### src/sv/assert_macros.svh
// Assertion helpers shared by the RTL.
`ifndef ASSERT_MACROS_SVH
`define ASSERT_MACROS_SVH

// Checked at every rising edge outside of reset.
`define AST_CLK(label, prop, msg) \
  label: assert property (@(posedge clk) disable iff (rst) prop) else $error(msg);

// Checked at every rising edge, reset included.
`define AST_ALL(label, prop, msg) \
  label: assert property (@(posedge clk) prop) else $error(msg);

`endif

### src/sv/fpjs_pkg.sv
package fpjs_pkg;

  localparam int PRIORITY_BITS = 8;
  localparam int TICK_BITS     = 32;
  localparam int TASK_BITS     = 8;
  localparam int JOB_BITS      = 16;

  typedef enum logic [1:0] {
    ST_OK        = 2'd0,
    ST_NOT_READY = 2'd1,
    ST_EMPTY     = 2'd2
  } status_t;

  typedef struct packed {
    logic                     has_job;
    logic [PRIORITY_BITS-1:0] priority_req;
    logic [TICK_BITS-1:0]     rel_tick;
    logic [TASK_BITS-1:0]     task_id;
    logic [JOB_BITS-1:0]      job_id;
    logic                     is_ready;
    logic                     last;
  } job_beat_t;

  typedef struct packed {
    logic [TASK_BITS-1:0] sel_task_id;
    logic [JOB_BITS-1:0]  sel_job_id;
    status_t              status;
  } sel_beat_t;

endpackage

### src/sv/fpjs_in_stage.sv
// Input register: holds one job beat until the select stage takes it.
module fpjs_in_stage (
  input  logic                clk,
  input  logic                rst,
  input  logic                job_valid,
  output logic                job_stall,
  input  fpjs_pkg::job_beat_t job,
  input  logic                out_free,
  output logic                s1_valid,
  output fpjs_pkg::job_beat_t s1,
  output logic                s1_adv
);
  import fpjs_pkg::*;

  // A last beat needs room in the result register; others always move.
  assign s1_adv    = s1_valid && (!s1.last || out_free);
  assign job_stall = s1_valid && !s1_adv;

  always_ff @(posedge clk) begin
    if (rst) begin
      s1_valid <= 1'b0;
    end else if (!job_stall) begin
      s1_valid <= job_valid;
    end
  end

  always_ff @(posedge clk) begin
    if (!job_stall && job_valid) begin
      s1 <= job;
    end
  end

endmodule

### src/sv/fpjs_best.sv
// Running best job and the result for the list closed by the current beat.
module fpjs_best (
  input  logic                clk,
  input  logic                rst,
  input  logic                s1_adv,
  input  fpjs_pkg::job_beat_t s1,
  output fpjs_pkg::sel_beat_t res
);
  import fpjs_pkg::*;

  logic [PRIORITY_BITS-1:0] best_priority;
  logic [TICK_BITS-1:0]     best_release;
  logic [TASK_BITS-1:0]     best_task;
  logic [JOB_BITS-1:0]      best_job;
  logic                     have_best;
  logic                     saw_not_ready;

  logic precedes;
  logic upd;
  logic nr_next;
  logic hb_next;

  // Lexicographic key: priority, release, task, job; ties keep the held job.
  always_comb begin
    if (s1.priority_req != best_priority) begin
      precedes = s1.priority_req < best_priority;
    end else if (s1.rel_tick != best_release) begin
      precedes = s1.rel_tick < best_release;
    end else if (s1.task_id != best_task) begin
      precedes = s1.task_id < best_task;
    end else begin
      precedes = s1.job_id < best_job;
    end
  end

  assign upd     = s1.has_job && s1.is_ready && (!have_best || precedes);
  assign nr_next = saw_not_ready || (s1.has_job && !s1.is_ready);
  assign hb_next = have_best || upd;

  always_comb begin
    if (nr_next) begin
      res = '{sel_task_id: '0, sel_job_id: '0, status: ST_NOT_READY};
    end else if (!hb_next) begin
      res = '{sel_task_id: '0, sel_job_id: '0, status: ST_EMPTY};
    end else if (upd) begin
      res = '{sel_task_id: s1.task_id, sel_job_id: s1.job_id, status: ST_OK};
    end else begin
      res = '{sel_task_id: best_task, sel_job_id: best_job, status: ST_OK};
    end
  end

  always_ff @(posedge clk) begin
    if (rst) begin
      have_best     <= 1'b0;
      saw_not_ready <= 1'b0;
    end else if (s1_adv) begin
      have_best     <= hb_next && !s1.last;
      saw_not_ready <= nr_next && !s1.last;
    end
  end

  always_ff @(posedge clk) begin
    if (s1_adv && upd) begin
      best_priority <= s1.priority_req;
      best_release  <= s1.rel_tick;
      best_task     <= s1.task_id;
      best_job      <= s1.job_id;
    end
  end

endmodule

### src/sv/fpjs_out_stage.sv
// Result register toward the receiver.
module fpjs_out_stage (
  input  logic                clk,
  input  logic                rst,
  input  logic                load,
  input  fpjs_pkg::sel_beat_t res,
  output logic                sel_valid,
  input  logic                sel_stall,
  output fpjs_pkg::sel_beat_t sel,
  output logic                out_free
);
  import fpjs_pkg::*;

  assign out_free = !sel_valid || !sel_stall;

  always_ff @(posedge clk) begin
    if (rst) begin
      sel_valid <= 1'b0;
    end else if (out_free) begin
      sel_valid <= load;
    end
  end

  always_ff @(posedge clk) begin
    if (load) begin
      sel <= res;
    end
  end

endmodule

### src/sv/fixed_priority_job_select_core.sv
// Fixed-priority job selection over a streamed ready list.
// Job channel (job_valid/job_stall/job): one beat per list entry; the beat
// with last set closes the list. An empty list is a single last beat with
// has_job clear. Non-ready jobs are skipped but flag the list.
// Select channel (sel_valid/sel_stall/sel): one beat per closed list with the
// winning task and job id and a status (ok, non-ready seen, empty list); ids
// are zero unless status is ok.
// Ordering: smaller priority, then earlier release, then smaller task id,
// then smaller job id; an equal key never displaces the held job.
// Throughput: one job beat per cycle, set by the single compare-and-update
// of the running best; a last beat waits while the result register is busy.
// Result path: a last beat is taken into the input register, then loaded
// into the result register once that register is free.
// Reset: synchronous; drops any held beat, the result and the running best.
// Receiver stall: the result register holds; further non-last beats keep
// streaming, and a last beat waits in the input register, raising job_stall,
// until the result register frees.
module fixed_priority_job_select_core (
  input  logic                clk,
  input  logic                rst,
  input  logic                job_valid,
  output logic                job_stall,
  input  fpjs_pkg::job_beat_t job,
  output logic                sel_valid,
  input  logic                sel_stall,
  output fpjs_pkg::sel_beat_t sel
);
  import fpjs_pkg::*;

  `include "assert_macros.svh"

  logic      s1_valid;
  job_beat_t s1;
  logic      s1_adv;
  logic      out_free;
  sel_beat_t res;

  // Stage 1: input register.
  fpjs_in_stage u_in (
    .clk       (clk),
    .rst       (rst),
    .job_valid (job_valid),
    .job_stall (job_stall),
    .job       (job),
    .out_free  (out_free),
    .s1_valid  (s1_valid),
    .s1        (s1),
    .s1_adv    (s1_adv)
  );

  // Compare against the running best; builds the result for a last beat.
  fpjs_best u_best (
    .clk    (clk),
    .rst    (rst),
    .s1_adv (s1_adv),
    .s1     (s1),
    .res    (res)
  );

  // Stage 2: result register.
  fpjs_out_stage u_out (
    .clk       (clk),
    .rst       (rst),
    .load      (s1_adv && s1.last),
    .res       (res),
    .sel_valid (sel_valid),
    .sel_stall (sel_stall),
    .sel       (sel),
    .out_free  (out_free)
  );

  // Back pressure only comes from a held beat.
  `AST_CLK(a_stall_needs_beat, job_stall |-> s1_valid, "stall with empty input register")

  // A moving last beat always lands in the result register.
  `AST_CLK(a_last_lands, (s1_adv && s1.last) |=> sel_valid, "closed list lost")

  // Non-ok results carry zero ids.
  `AST_CLK(a_zero_ids,
           (sel_valid && sel.status != ST_OK) |->
           (sel.sel_task_id == '0 && sel.sel_job_id == '0),
           "non-ok result with nonzero ids")

  // Reset empties the result register.
  `AST_ALL(a_reset_clears, $past(rst) |-> !sel_valid, "result valid after reset")

endmodule

### config.mk
export PLATFORM = sky130hd
export DESIGN_NAME = fixed_priority_job_select_core
export DESIGN_NICKNAME = d
export VERILOG_FILES = /design/src/sv/fpjs_pkg.sv /design/src/sv/fpjs_in_stage.sv /design/src/sv/fpjs_best.sv /design/src/sv/fpjs_out_stage.sv /design/src/sv/fixed_priority_job_select_core.sv
export VERILOG_INCLUDE_DIRS = /design/src /design/src/sv
export SDC_FILE = /design/constraint.sdc
export NUM_CORES = 1
export LEC_CHECK = 0
export BUFFER_PORTS_ARGS = -buffer_cell sky130_fd_sc_hd__buf_2
export CAP_MARGIN = 20
export CORE_AREA = 5 5 169 106
export CTS_BUF_LIST = sky130_fd_sc_hd__clkbuf_4 sky130_fd_sc_hd__clkbuf_8 sky130_fd_sc_hd__clkbuf_16
export DETAILED_ROUTE_END_ITERATION = 10
export DIE_AREA = 0 0 174 111
export PLACE_DENSITY = 0.72
export SKIP_CTS_REPAIR_TIMING = 1
export SLEW_MARGIN = 15
export SYNTH_ARGS = -nofsm -noshare
export SYNTH_HDL_FRONTEND = slang
export SYNTH_SLANG_ARGS = --single-unit
### constraint.sdc
create_clock -name clk -period 9.14 [get_ports clk]
set_input_delay 2.742 -clock clk [delete_from_list [all_inputs] [get_ports clk]]
set_output_delay 2.742 -clock clk [all_outputs]
set_load 0.005 [all_outputs]
==> results.txt <==
The core area is 16000 µm². In this run the static leakage power is 0.00352 µW. From synthesis to final layout, the design area changed by 18.6%.

The post-route clock period utilization is 65.3%. The cell type of the slowest stage on the worst timing path is sky130_fd_sc_hd__inv_1. The number of synthesized flops with an enable pin was 157; the worst path arrival time was 3.22 ns. The length of the first detailed-routing pass in iterations came out at 5. The initial antenna violation count was 0; the share of layout cells above drive strength 1 was 24.3%. Clock-pin slew on the worst setup and hold paths: 0.06 ns. When the netlist entered floorplanning its net count stood at 626. The via count of the first global-routing pass came out at 4495. Number of cell rows: 36.

Along the worst path, the maximum fanout reaches 3. The wire-length estimate of the detail-placed layout is 9710 µm. The worst slew margin relative to its limit came out at 40.5%. The logs give 235 for the starting DRC count in detailed routing and 44.4% for the effective utilization at floorplan.

Count of nets after finishing: 740. The placer congestion estimate was 0.833. Yosys mapped the design onto 49 distinct sky130hd cell types. In the final routed layout, each cell accounts on average for 16.8 µm. 0 antenna diodes ended up in the layout. The proportion of synthesized chip area in sequential cells came out at 67.3%. The pin count of the biggest net entering global routing was 68. The run gives 0 as the residual antenna-violating net count after detailed routing. The tools report the area of the mapped netlist as 7120 µm².

The DRC violations left is 0. The count of buffers from port buffering is 98, and the wire length of the first global-routing pass is 22700 µm. Clock skew after layout: 0.0117 ns. Max-cap violations in this run came to 0. Sort of element at the end of the critical path: an output pin. The number of buffers inserted during clock tree synthesis was 17; the number of vias in the routed layout was 4083. After synthesis, the largest area contributor takes up 66.2% of total cell area. The cell occurring most often along the worst timing path was sky130_fd_sc_hd__buf_2. TritonCTS built the clock tree. The yosys synthesis warning count was 0; the power per standard cell area was 199 nW/µm².

The run gives 161 as the number of sinks handled by clock tree synthesis. Data on the critical path is required at its endpoint by 6.40 ns. Synthesis handed over a netlist of 492 instances. Summed over all layers, the global routing overflow is 0. Each instance of the synthesized netlist takes up on average 14.5 µm². Counting flops with an async set or reset pin after synthesis yields a share of 0%. For the overall track demand over capacity in global routing, the log shows 14.9%. Measured along the x axis, the die boundary spans 174 µm.

The tools report the kind of launch point of the worst setup path as a primary input. Counting along the longest clock path gives a buffer depth of 2. 99 I/O pins were placed.

Most used flip-flop cell after synthesis: sky130_fd_sc_hd__edfxtp_1. At the pin with the least slew margin, the transition time is 0.893 ns. After detailed routing, the total wire length is 13900 µm. By area the synthesized netlist is led by sky130_fd_sc_hd__edfxtp_1 (66%), sky130_fd_sc_hd__ha_1 (11%), sky130_fd_sc_hd__inv_1 (3.7%). The flow ran to the end, and the final reports show no timing, DRC or antenna violations.

The H-tree was split into 4 levels. Of all cell types, the one taking the most synthesized area is sky130_fd_sc_hd__edfxtp_1. The full die area was 19300 µm². In the final timing run, aggregate negative setup slack is 0 ns. The min-delay analysis places its worst path in the category reg -> reg. Setup violations remaining at the end of the flow were counted as 0. For the peak ir drop on the vdd network, the log shows 105 µV. The CTS root buffer was sky130_fd_sc_hd__clkbuf_16. For the number of endpoints with negative hold slack in the final report, the log shows 0.

After synthesis the netlist holds a flip-flop and latch count of 161. For this run, the slowest stage of the critical path takes 0.13 ns. The critical path is of the in -> out type. The logs give 168 MHz for the achievable clock frequency and 0.42 ns for the clock latency reported for the late side of the worst-skew pair. The signal on the critical path passes through buf_2 > nand4_1 > inv_1 > buf_2.

For the post-layout utilization of the core, the log shows 52.7%. Setup repair after global routing left no endpoint under its margin. The number of pins exceeding their max-slew limit in the final report was 0; the via density per instance was 4.94. The die outline height was 111 µm. The final critical-path required period is 5.97 ns.
==> cells in the mapped netlist (all sizes together), types with 2 or more instances <==
cell type / count
a21boi: 2
a21o: 13
a21oi: 24
a22oi: 2
buf: 5
dfxtp: 4
dlygate4sd1: 2
edfxtp: 157
ha: 63
inv: 72
mux2i: 24
nand2: 57
nand2b: 3
nand3: 9
nand4: 12
nor2: 8
nor2b: 2
nor3: 4
nor4: 3
o21ai: 7
o311ai: 2
==> critical path: cells and delay by family <==
family	cells	cell delay [ns]
buffers and inverters	3	0.36
and+or+nand+nor	1	0.12
==> layout by cell type, fill, tap and decap left out, types with 3 or more instances in the layout <==
cell and count:
sky130_fd_sc_hd__mux2i_1 24, sky130_fd_sc_hd__inv_6 4, sky130_fd_sc_hd__clkbuf_16 17, sky130_fd_sc_hd__nand4_1 12
sky130_fd_sc_hd__dfxtp_1 4, sky130_fd_sc_hd__ha_1 63, sky130_fd_sc_hd__bufinv_16 3, sky130_fd_sc_hd__nor3_1 3
sky130_fd_sc_hd__buf_4 5, sky130_fd_sc_hd__buf_2 98, sky130_fd_sc_hd__a21oi_1 24, sky130_fd_sc_hd__o21ai_0 5
sky130_fd_sc_hd__clkinvlp_4 3, sky130_fd_sc_hd__a21o_1 12, sky130_fd_sc_hd__nand2_1 56, sky130_fd_sc_hd__inv_1 71
sky130_fd_sc_hd__nor2_1 5, sky130_fd_sc_hd__nand3_1 8, sky130_fd_sc_hd__edfxtp_1 157
==> kinds of logic after synthesis <==
group	count (synthesis)	share of synthesized area (%)
DFF	161	67.3
and+or+nand+nor	103	7.08
buffers and inverters	80	5.18
adders and majority gates	63	11.1
AOI/OAI and AO/OA	61	5.96
muxes	24	3.37
==> metrics by stage <==
stage / instances / power [µW] / hold slack [ns] / worst slack (ns) / instance area (µm²)
global route: 827 / 1750 / 0.467 / 3.10 / 8440
floorplan: 492 / 931 / 0.426 / 2.43 / 7120
finish: 827 / 1680 / 0.459 / 3.17 / 8440
detailed placement: 796 / 971 / 0.448 / 3.18 / 7840
global placement: 796 / 964 / 0.442 / 3.18 / 7840
CTS: 827 / 1700 / 0.458 / 3.17 / 8440
==> flip-flops by register name, indices dropped and copies added (netlist names) <==
name and flops:
u_in.s1_valid 1, u_out.sel 26, u_best.best_task 8, u_best.saw_not_ready 1, u_best.best_job 16, u_out.sel_valid 1, u_best.have_best 1, u_in.s1 67
u_best.best_release 32, u_best.best_priority 8
==> path summary, 6_finish.rpt <==
| check | to | slack (ns) | cells after the start | startpoint |
|---|---|---|---|---|
| setup / recovery | job_stall | 3.17 | 4 | sel_stall |
| hold / removal | u_best.best_release[20] | 0.46 | 0 | u_in.s1[46] |
| setup reg to reg | u_best.best_priority[3] | 5.33 | 9 | u_in.s1[25] |
| hold reg to reg | u_best.best_release[20] | 0.46 | 0 | u_in.s1[46] |
==> metal layers <==
metal  wire length (µm)  GRT usage [%]  up-vias
met5                  0              0        -
met4                200           5.48        0
met3                648           3.65       18
met2               6650           24.0      102
met1               6400           19.6     1936
li1                   -              -     2027
==> final cells by class <==
type | instances | area, µm²
sequential | 161 | 4790
inverter | 72 | 270
clock inverter | 14 | 181
clock buffer | 17 | 425
multi-input combinational | 251 | 1980
fill | 1331 | 7590
tap | 209 | 262
timing repair buffer | 103 | 528
==> power by group <==
part / internal (µW) / switching, µW / total (µW)
Clock: 434 / 295 / 729
Combinational: 41.6 / 55.5 / 97.1
Sequential: 842 / 15.5 / 858
Total: 1320 / 366 / 1680
Note: power is estimated with default switching activity, not from simulation.
